$ cat src/rtl/clbe_pkg.sv
package clbe_pkg;

  // buffer geometry
  localparam int DEPTH  = 256;
  localparam int ADDR_W = $clog2(DEPTH);
  localparam int CHAR_W = 8;
  localparam int REQ_W  = 4;
  localparam int IDX_W  = 8;

  // request codes
  localparam logic [REQ_W-1:0] REQ_TYPE  = 4'd0;
  localparam logic [REQ_W-1:0] REQ_BKSP  = 4'd1;
  localparam logic [REQ_W-1:0] REQ_DALL  = 4'd2;
  localparam logic [REQ_W-1:0] REQ_LEFT  = 4'd3;
  localparam logic [REQ_W-1:0] REQ_RIGHT = 4'd4;
  localparam logic [REQ_W-1:0] REQ_HOME  = 4'd5;
  localparam logic [REQ_W-1:0] REQ_END   = 4'd6;
  localparam logic [REQ_W-1:0] REQ_READ  = 4'd7;
  localparam logic [REQ_W-1:0] REQ_CLEAR = 4'd8;

endpackage

$ cat src/rtl/cursor_line_edit_buffer_unit.sv
// line edit buffer with a cursor. a request is taken when start is high and busy is
// low; its status (read_char, cursor_pos, text_length, refused) is shown for exactly
// one cycle with done high, starting the cycle after the request finishes, and the
// receiver cannot hold it off. cursor moves, home, end, clear and unused codes answer
// in the cycle after acceptance and keep busy low, so one can be taken every cycle. a
// read waits in S_READ for one synchronous memory read. type, backspace and delete-all
// move text through the single-port-pair text memory one byte per cycle, pipelined
// read-then-write, and stay busy until the last byte is written; the status appears in
// the same cycle that busy drops. a refused type, a backspace at position zero and a
// delete-all on an empty buffer answer like a cursor move. the text memory is not
// cleared at reset; a read at or past the length returns zero. type is refused
// once the buffer holds DEPTH-1 bytes.
module cursor_line_edit_buffer_unit (
  input  logic                          clk,
  input  logic                          rst,
  input  logic                          start,
  output logic                          busy,
  input  logic [clbe_pkg::REQ_W-1:0]    req_type,
  input  logic [clbe_pkg::CHAR_W-1:0]   char_code,
  input  logic [clbe_pkg::IDX_W-1:0]    read_index,
  output logic                          done,
  output logic [clbe_pkg::CHAR_W-1:0]   read_char,
  output logic [7:0]                    cursor_pos,
  output logic [7:0]                    text_length,
  output logic                          refused
);

  localparam int AW = clbe_pkg::ADDR_W;
  localparam int CW = clbe_pkg::CHAR_W;

  // sequencer states
  localparam logic [2:0] S_IDLE = 3'd0;
  localparam logic [2:0] S_INS  = 3'd1; // shift tail right, then drop the new byte in
  localparam logic [2:0] S_BKSP = 3'd2; // shift tail left over the removed byte
  localparam logic [2:0] S_DALL = 3'd3; // compact, skipping every match
  localparam logic [2:0] S_READ = 3'd4; // wait for the memory read

  logic [2:0]    state, state_next;
  logic [AW-1:0] fill, fill_next;       // bytes held
  logic [AW-1:0] cursor, cursor_next;
  logic [AW-1:0] ptr, ptr_next;         // next address to read
  logic          more, more_next;       // reads still to issue
  logic          pend, pend_next;       // read data arriving this cycle
  logic [AW-1:0] pend_addr, pend_addr_next;
  logic [AW-1:0] wr, wr_next;           // delete-all write pointer
  logic [AW-1:0] left_hits, left_hits_next; // matches found left of the cursor
  logic [CW-1:0] ch, ch_next;           // byte of the running request
  logic          hit, hit_next;         // read index lies inside the text
  logic          done_next;
  logic [CW-1:0] read_char_next;
  logic          refused_next;

  // text memory port signals
  logic          mem_we;
  logic [AW-1:0] mem_waddr;
  logic [CW-1:0] mem_wdata;
  logic [AW-1:0] mem_raddr;
  logic [CW-1:0] mem_rdata;

  clbe_ram #(
    .WIDTH (CW),
    .DEPTH (clbe_pkg::DEPTH)
  ) u_text_ram (
    .clk   (clk),
    .we    (mem_we),
    .waddr (mem_waddr),
    .wdata (mem_wdata),
    .raddr (mem_raddr),
    .rdata (mem_rdata)
  );

  always_comb begin
    state_next     = state;
    fill_next      = fill;
    cursor_next    = cursor;
    ptr_next       = ptr;
    more_next      = more;
    pend_next      = pend;
    pend_addr_next = pend_addr;
    wr_next        = wr;
    left_hits_next = left_hits;
    ch_next        = ch;
    hit_next       = hit;
    done_next      = 1'b0;
    read_char_next = '0;
    refused_next   = 1'b0;
    mem_we         = 1'b0;
    mem_waddr      = pend_addr;
    mem_wdata      = mem_rdata;
    mem_raddr      = ptr;

    unique case (state)
      S_IDLE: begin
        // the read address is presented directly so the data is ready in S_READ
        mem_raddr = AW'(read_index);
        if (start) begin
          case (req_type)
            clbe_pkg::REQ_TYPE: begin
              if (fill == AW'(clbe_pkg::DEPTH - 1)) begin
                refused_next = 1'b1;
                done_next    = 1'b1;
              end else begin
                state_next = S_INS;
                ptr_next   = fill - AW'(1);
                more_next  = (fill != cursor);
                pend_next  = 1'b0;
                ch_next    = char_code;
              end
            end
            clbe_pkg::REQ_BKSP: begin
              if (cursor != '0) begin
                state_next = S_BKSP;
                ptr_next   = cursor;
                more_next  = (cursor != fill);
                pend_next  = 1'b0;
              end else begin
                done_next = 1'b1;
              end
            end
            clbe_pkg::REQ_DALL: begin
              if (fill != '0) begin
                state_next     = S_DALL;
                ptr_next       = '0;
                more_next      = 1'b1;
                pend_next      = 1'b0;
                wr_next        = '0;
                left_hits_next = '0;
                ch_next        = char_code;
              end else begin
                done_next = 1'b1;
              end
            end
            clbe_pkg::REQ_LEFT: begin
              if (cursor != '0) begin
                cursor_next = cursor - AW'(1);
              end
              done_next = 1'b1;
            end
            clbe_pkg::REQ_RIGHT: begin
              if (cursor != fill) begin
                cursor_next = cursor + AW'(1);
              end
              done_next = 1'b1;
            end
            clbe_pkg::REQ_HOME: begin
              cursor_next = '0;
              done_next   = 1'b1;
            end
            clbe_pkg::REQ_END: begin
              cursor_next = fill;
              done_next   = 1'b1;
            end
            clbe_pkg::REQ_READ: begin
              state_next = S_READ;
              hit_next   = (32'(read_index) < 32'(fill));
            end
            clbe_pkg::REQ_CLEAR: begin
              fill_next   = '0;
              cursor_next = '0;
              done_next   = 1'b1;
            end
            default: begin
              done_next = 1'b1;
            end
          endcase
        end
      end

      S_INS: begin
        // byte read last cycle lands one place to the right
        if (pend) begin
          mem_we    = 1'b1;
          mem_waddr = pend_addr + AW'(1);
        end
        pend_next      = more;
        pend_addr_next = ptr;
        if (more) begin
          ptr_next  = ptr - AW'(1);
          more_next = (ptr != cursor);
        end else if (!pend) begin
          mem_we      = 1'b1;
          mem_waddr   = cursor;
          mem_wdata   = ch;
          fill_next   = fill + AW'(1);
          cursor_next = cursor + AW'(1);
          done_next   = 1'b1;
          state_next  = S_IDLE;
        end
      end

      S_BKSP: begin
        // byte read last cycle lands one place to the left
        if (pend) begin
          mem_we    = 1'b1;
          mem_waddr = pend_addr - AW'(1);
        end
        pend_next      = more;
        pend_addr_next = ptr;
        if (more) begin
          ptr_next  = ptr + AW'(1);
          more_next = ((ptr + AW'(1)) != fill);
        end else if (!pend) begin
          fill_next   = fill - AW'(1);
          cursor_next = cursor - AW'(1);
          done_next   = 1'b1;
          state_next  = S_IDLE;
        end
      end

      S_DALL: begin
        // writes trail reads, so no write hits an address still to be read
        mem_waddr = wr;
        if (pend) begin
          if (mem_rdata != ch) begin
            mem_we  = 1'b1;
            wr_next = wr + AW'(1);
          end else if (pend_addr < cursor) begin
            left_hits_next = left_hits + AW'(1);
          end
        end
        pend_next      = more;
        pend_addr_next = ptr;
        if (more) begin
          ptr_next  = ptr + AW'(1);
          more_next = ((ptr + AW'(1)) != fill);
        end else if (!pend) begin
          fill_next   = wr;
          cursor_next = cursor - left_hits;
          done_next   = 1'b1;
          state_next  = S_IDLE;
        end
      end

      S_READ: begin
        read_char_next = hit ? mem_rdata : '0;
        done_next      = 1'b1;
        state_next     = S_IDLE;
      end

      default: begin
        state_next = S_IDLE;
      end
    endcase
  end

  always_ff @(posedge clk) begin
    if (rst) begin
      state  <= S_IDLE;
      fill   <= '0;
      cursor <= '0;
      more   <= 1'b0;
      pend   <= 1'b0;
      done   <= 1'b0;
    end else begin
      state  <= state_next;
      fill   <= fill_next;
      cursor <= cursor_next;
      more   <= more_next;
      pend   <= pend_next;
      done   <= done_next;
    end
    ptr       <= ptr_next;
    pend_addr <= pend_addr_next;
    wr        <= wr_next;
    left_hits <= left_hits_next;
    ch        <= ch_next;
    hit       <= hit_next;
    read_char <= read_char_next;
    refused   <= refused_next;
  end

  // status ports
  assign busy        = (state != S_IDLE);
  assign cursor_pos  = 8'(cursor);
  assign text_length = 8'(fill);

endmodule

$ cat src/rtl/clbe_ram.sv
module clbe_ram #(
  parameter int WIDTH = 8,
  parameter int DEPTH = 256
) (
  input  logic                     clk,
  input  logic                     we,
  input  logic [$clog2(DEPTH)-1:0] waddr,
  input  logic [WIDTH-1:0]         wdata,
  input  logic [$clog2(DEPTH)-1:0] raddr,
  output logic [WIDTH-1:0]         rdata
);

  logic [WIDTH-1:0] mem [DEPTH];

  always_ff @(posedge clk) begin
    if (we) begin
      mem[waddr] <= wdata;
    end
    rdata <= mem[raddr];
  end

endmodule

$ cat config.mk
export PLATFORM = sky130hd
export DESIGN_NAME = cursor_line_edit_buffer_unit
export DESIGN_NICKNAME = d
export VERILOG_FILES = /design/src/rtl/clbe_pkg.sv /design/src/rtl/cursor_line_edit_buffer_unit.sv /design/src/rtl/clbe_ram.sv
export SDC_FILE = /design/constraint.sdc
export NUM_CORES = 2
export LEC_CHECK = 0
export BUFFER_PORTS_ARGS = -buffer_cell sky130_fd_sc_hd__buf_4
export CAP_MARGIN = 5
export CORE_MARGIN = 5
export CORE_UTILIZATION = 35
export CTS_BUF_LIST = sky130_fd_sc_hd__clkbuf_16
export DETAILED_ROUTE_END_ITERATION = 6
export PLACE_DENSITY = 0.47
export SETUP_SLACK_MARGIN = 0.15
export SYNTH_ARGS = -nofsm -noshare
export SYNTH_HDL_FRONTEND = slang
export SYNTH_SLANG_ARGS = --single-unit
$ cat constraint.sdc
create_clock -name clk -period 5.6 [get_ports clk]
set_input_delay 0.28 -clock clk [delete_from_list [all_inputs] [get_ports clk]]
set_output_delay 0.28 -clock clk [all_outputs]
set_load 0.01 [all_outputs]
# Word level (Yosys, flattened, before mapping)
# Memories as Yosys holds them, arrays and structs flattened. A register that Yosys moved wholly into a read port is not among the register bits.
# Cells that the tools add are included.
# Widths: inputs -> output; s select.
classes:
  addsub: 11
  mul: 0
  div: 0
  magnitude_cmp: 2
  eq_ne: 46
  shift: 0
  n_mux: 87
  n_bitwise: 0
  reduce_logical: 25
op_table:
  columns: ["operator", "count"]
  rows:
  - ["$mux 8", 40]
  - ["$pmux 8 s4", 3]
  - ["$pmux 8 s3", 3]
  - ["$add 8x1->8 const B", 6]
  - ["$pmux 8 s2", 3]
  - ["$ne 8x8->1", 5]
  - ["$ne 2x2->1 const B", 17]
  - ["$sub 8x1->8 const B", 4]
  - ["$mux 1", 23]
  - ["$mux 3", 6]
  - ["$reduce_and 6->1", 3]
  - ["$eq 4x3->1 const B", 4]
  - ["$lt 8x8->1", 2]
  - ["$reduce_bool 8->1", 2]
  - ["$ne 3x3->1 const B", 5]
  - ["$pmux 1 s3", 5]
  - ["$reduce_and 7->1", 2]
  - ["$pmux 3 s4", 1]
  - ["$reduce_and 11->1", 1]
  - ["$reduce_and 9->1", 1]
  - ["$eq 4x2->1 const B", 2]
  - ["$eq 8x8->1 const B", 1]
  - ["$reduce_and 8->1", 1]
  - ["$sub 8x8->8", 1]
  - ["other kinds (22)", 30]
word_totals:
  register_bits: 72
  latchBits: 0
  ramBits: 2048
  rom_bits: 0
  inputBits: 23
  out_inout_bits: 27
  memories: 1
mem_list:
  columns: ["name", "depth", "width", "read_ports", "rd_ports_with_merged_regs", "wr", "line_no", "text"]
  rows:
  - ["u_text_ram.mem", 256, 8, 1, 1, 1, "clbe_ram.sv:13", "logic [WIDTH-1:0] mem [DEPTH];"]

# Depth between registers and ports, before layout
depth:
  ltp_word: 6
  mapped_depth: 16

# By module
# A second synthesis with hierarchy kept.
hier_totals:
  cells_unflattened: 4475
  area_unflattened_um2: 85769.8
by_module_without_submodules:
  columns: ["mod", "n_inst", "cells_per_inst", "area_each_um2"]
  rows:
  - ["clbe_ram", 1, 3733, 79556.3]
  - ["cursor_line_edit_buffer_unit", 1, 742, 6213.5]

# Worst setup path before layout
# No wires, ideal clock.
synth_path:
  path_type: "reg-to-reg"
  startpoint: "reg state[0]"
  endpoint: "mem u_text_ram.mem[0][0] (data pin)"
  setup_time_ns: 0.556
  t_arrival_ns: 3.764
  path_slack_ns: 1.280
  path_stages_with_launch: 8
  path_buffers: 3
  synth_period_minus_slack_ns: 4.320
  path_cell_list: "dfxtp_1 > buf_2 > nor2b_1 > nor2b_1 > clkbuf_1 > buf_1 > nand2_1 > mux2_2"
synth_via:
  elab_chain_len: 2
synth_rtl:
  columns: ["item", "line_no", "text"]
  rows:
  - ["start: declaration", "cursor_line_edit_buffer_unit.sv:38", "logic [2:0] state, state_next;"]
  - ["start signal: assignment", "cursor_line_edit_buffer_unit.sv:255", "state <= state_next;"]
  - ["$eq 3x1->1", "cursor_line_edit_buffer_unit.sv:92", "unique case (state)"]
  - ["$mux 8", "cursor_line_edit_buffer_unit.sv:92", null]
  - ["via mem_wdata[0]", "cursor_line_edit_buffer_unit.sv:56", "logic [CW-1:0] mem_wdata;"]
  - ["end: declaration", "clbe_ram.sv:13", null]
# The timed path passes the listed nets, and every way through them passes these cells.

# Final worst setup path
layout_path:
  startpoint: "reg state[0]"
  endpoint: "reg u_text_ram.rdata[6], read port of u_text_ram.mem"
layout_via:
  elab_chain_len: 2
layout_rtl:
  columns: ["item", "line_no", "text"]
  rows:
  - ["$logic_not 3->1", "cursor_line_edit_buffer_unit.sv:92", null]
  - ["$mux 8", "cursor_line_edit_buffer_unit.sv:92", null]
  - ["end: declaration", "clbe_ram.sv:10", "output logic [WIDTH-1:0] rdata"]
# Every way passes these cells.
# A chain may end at the register's enable or synchronous reset.

==> impl_metrics.json <==
{
  "track_usage": 0.252,
  "grt_max_degree": 124,
  "ff2ff_path_depth": 11,
  "synthCells": 6768,
  "hold_viol_final": 0,
  "synth_largest_area_cell": "edfxtp_1",
  "final_antenna_net_count": 0,
  "hpwl_um": 222000,
  "yosysMostFrequentCell": "edfxtp_1",
  "ys_types": 78,
  "crit_type": "reg2reg",
  "drive_gt1_frac": 0.131,
  "die-area_um2": 262000,
  "cts_buffer_depth": 3,
  "rows": 184,
  "clk_latency_ps": 890,
  "crit_path_end_kind": "flip-flop",
  "slowest_delay_ps": 930,
  "fin_crit_sh": 0.990,
  "grt_pass1_vias": 57800,
  "num_io_pins": 50,
  "synth_top_area_share": 0.711,
  "gp_congestion": 0.908,
  "final-max-slew-violation-count": 0,
  "synth_edf_count": 2089,
  "max-cap-violations": 0,
  "layout.nets": 7147,
  "routedWlPerCell_um": 32.1,
  "overflow": 0,
  "async_reset_ff_frac": 0,
  "min_path_type": "in2reg",
  "tritoncts": "done",
  "vdd_drop_max_v": 0.000255,
  "cp.required_ps": 6160,
  "ys_ff_latch": 2128,
  "layout_min_cycle_time_ps": 5540,
  "cp_cell_sequence": "buf_4 > nor4b_1 > nor2_4 > buf_12 > nor2_4 > a32oi_1 > o211ai_1 > a21oi_1 > a211oi_1 > and4_1 > nand4_1",
  "synth.area.top_cells": "edfxtp_1 (71%), nand2_1 (7.2%), nand3_1 (3.0%)",
  "clk_transition_reported_paths_ps": 60,
  "vias": 61200,
  "yosys_warnings": 0,
  "drc": 2,
  "finClkSkew_ps": 65.3,
  "ctsRootBufferMaster": "clkbuf_16",
  "path_buf_inv": 2,
  "core_area_um2": 251000,
  "failed_checks": "design-rule violations",
  "arrival_ps": 6110,
  "min_path_cells": 4,
  "port_buffers": 49,
  "cts_sinks": 2128,
  "critPathSlowestCell": "nor4b_1",
  "synth_area_per_cell_um2": 13.0,
  "h-tree-depth": 4,
  "cpLargestDelayFamily": "simple AND/OR/NAND/NOR gates",
  "drtIter0Drc": 7425,
  "setup_viol": 0,
  "first_pass_iters": 7,
  "die-height_um": 512,
  "cpMostUsedCell": "nor2_4",
  "worst-path-max-fanout": 41,
  "ys.flop_type": "edfxtp_1",
  "cellLeakagePower_nw": 34.9,
  "tns_ps": 0,
  "slew-limit-headroom": 0.0981,
  "syn_to_final_growth_pct": 16.1,
  "worst_pin_slew_ps": 1320,
  "start_util": 0.351,
  "grt_pass1_wl_um": 472000,
  "whs_ps": 77.2,
  "synth_seq_area_share": 0.720,
  "power_density_nw_per_um2": 364,
  "run_status": "complete, but fails checks",
  "synthTopCellsByCount": "edfxtp_1 (2,089), nand2_1 (1,703), nand3_1 (535), nor2_1 (412), buf_2 (197)",
  "viasPerCell": 5.75,
  "synth_nets": 6825,
  "cts_buffers": 223,
  "die_w_um": 512,
  "wl_um": 342000,
  "mappedNetlistArea_um2": 88200,
  "worstSetupPathDepth": 11,
  "antenna_found_initial": 24,
  "rsz0062_at_grt": "no",
  "max_freq_mhz": 180,
  "power_mw": 37.3,
  "cp-start-kind": "flip-flop"
}
## layout make-up
cell class	instances	area, um^2
well taps	3348	4190
multi-input cells	4162	22900
clock buffers	224	5610
fillers	23500	149000
clock inverters	191	1310
flip-flops and latches	2128	63500
diodes	18	45.0
repair buffers	534	4730
inverters	41	154
## registers in the layout (all words and copies together), names as in the netlist
register	cells
state	3
pend_addr	8
read_char	8
more	1
u_text_ram.mem	2048
text_length	8
ptr	8
left_hits	8
pend	1
hit	1
ch	8
u_text_ram.rdata	8
refused	1
done	1
wr	8
cursor_pos	8
## per-layer routing
| layer | GRT usage | up-vias | wire (um) | share of wire |
|---|---|---|---|---|
| li1 | - | 25900 | - | - |
| met1 | 0.352 | 31500 | 142000 | 0.41 |
| met2 | 0.388 | 3282 | 154000 | 0.45 |
| met3 | 0.0489 | 535 | 30700 | 0.090 |
| met4 | 0.103 | 8 | 15400 | 0.045 |
| met5 | 0 | - | 49 | 0.00014 |
## cells in the final DEF, fill, tap and decap left out, drive strengths merged, types with 43 or more instances in the layout
master / Yosys / layout
a211oi: 66 / 66
a21oi: 136 / 136
a22oi: 43 / 43
a311oi: 69 / 69
a31oi: 158 / 158
and3: 180 / 180
buf: 254 / 518
clkbuf: 183 / 224
clkinv: 1 / 114
edfxtp: 2089 / 2089
inv: 40 / 101
mux2i: 85 / 85
mux4: 67 / 67
nand2: 1703 / 1703
nand3: 535 / 535
nand4: 98 / 98
nor2: 415 / 415
o21ai: 78 / 78
xnor2: 52 / 52
## report_power, final
group          total (mW)  internal (mW)  leakage, nW  switching, mW
clock network        14.2           7.77         3.59           6.45
logic                4.37          0.954         12.1           3.41
registers            18.7           18.6         19.2         0.0930
## final timing paths
check / start / endpoint / slack, ps
max: state[0]$_SDFFE_PP0P_ / u_text_ram.rdata[6]$_DFF_P_ / 60
min: read_index[6] / hit$_DFFE_PP_ / 80
max reg2reg: state[0]$_SDFFE_PP0P_ / u_text_ram.rdata[6]$_DFF_P_ / 60
min reg2reg: u_text_ram.rdata[6]$_DFF_P_ / read_char[6]$_SDFF_PN0_ / 530
## what timing repair did
item	CTS	global route
resized for setup	1	0
buffers inserted	0	0
hold buffers	16	0
setup endpoints to repair	1	0
hold endpoints to repair	41	0
## tightest hold or removal path: stages
cell      delay [ps]
buf_4            180
ha_1             160
nand2b_1          90
a21oi_1           80
## cells by family (layout without fill, tap and decap cells)
family / Yosys count / after routing / share of synthesized area
multiplexers: 167 / 167 / 0.0287
XOR/XNOR: 85 / 85 / 0.00844
buffers and inverters: 478 / 990 / 0.0244
AND/OR/NAND/NOR: 3086 / 3086 / 0.151
adder cells (fa/ha/maj): 34 / 34 / 0.00491
flip-flops: 2128 / 2128 / 0.720
other: 0 / 18 / 0
AO/OA/AOI/OAI: 790 / 790 / 0.0621
## per-stage QoR
step	util	setup slack [ps]	cells	cell area, um^2
6_report	0.408	56.5	10600	102000
4_1_cts	0.408	243	10600	102000
5_1_grt	0.408	171	10600	102000
2_1_floorplan	-	1280	6768	88200
3_3_place_gp	0.379	117	10200	95300
3_5_place_dp	0.379	25.0	10200	95300
Power figures use the tool's default switching activity.
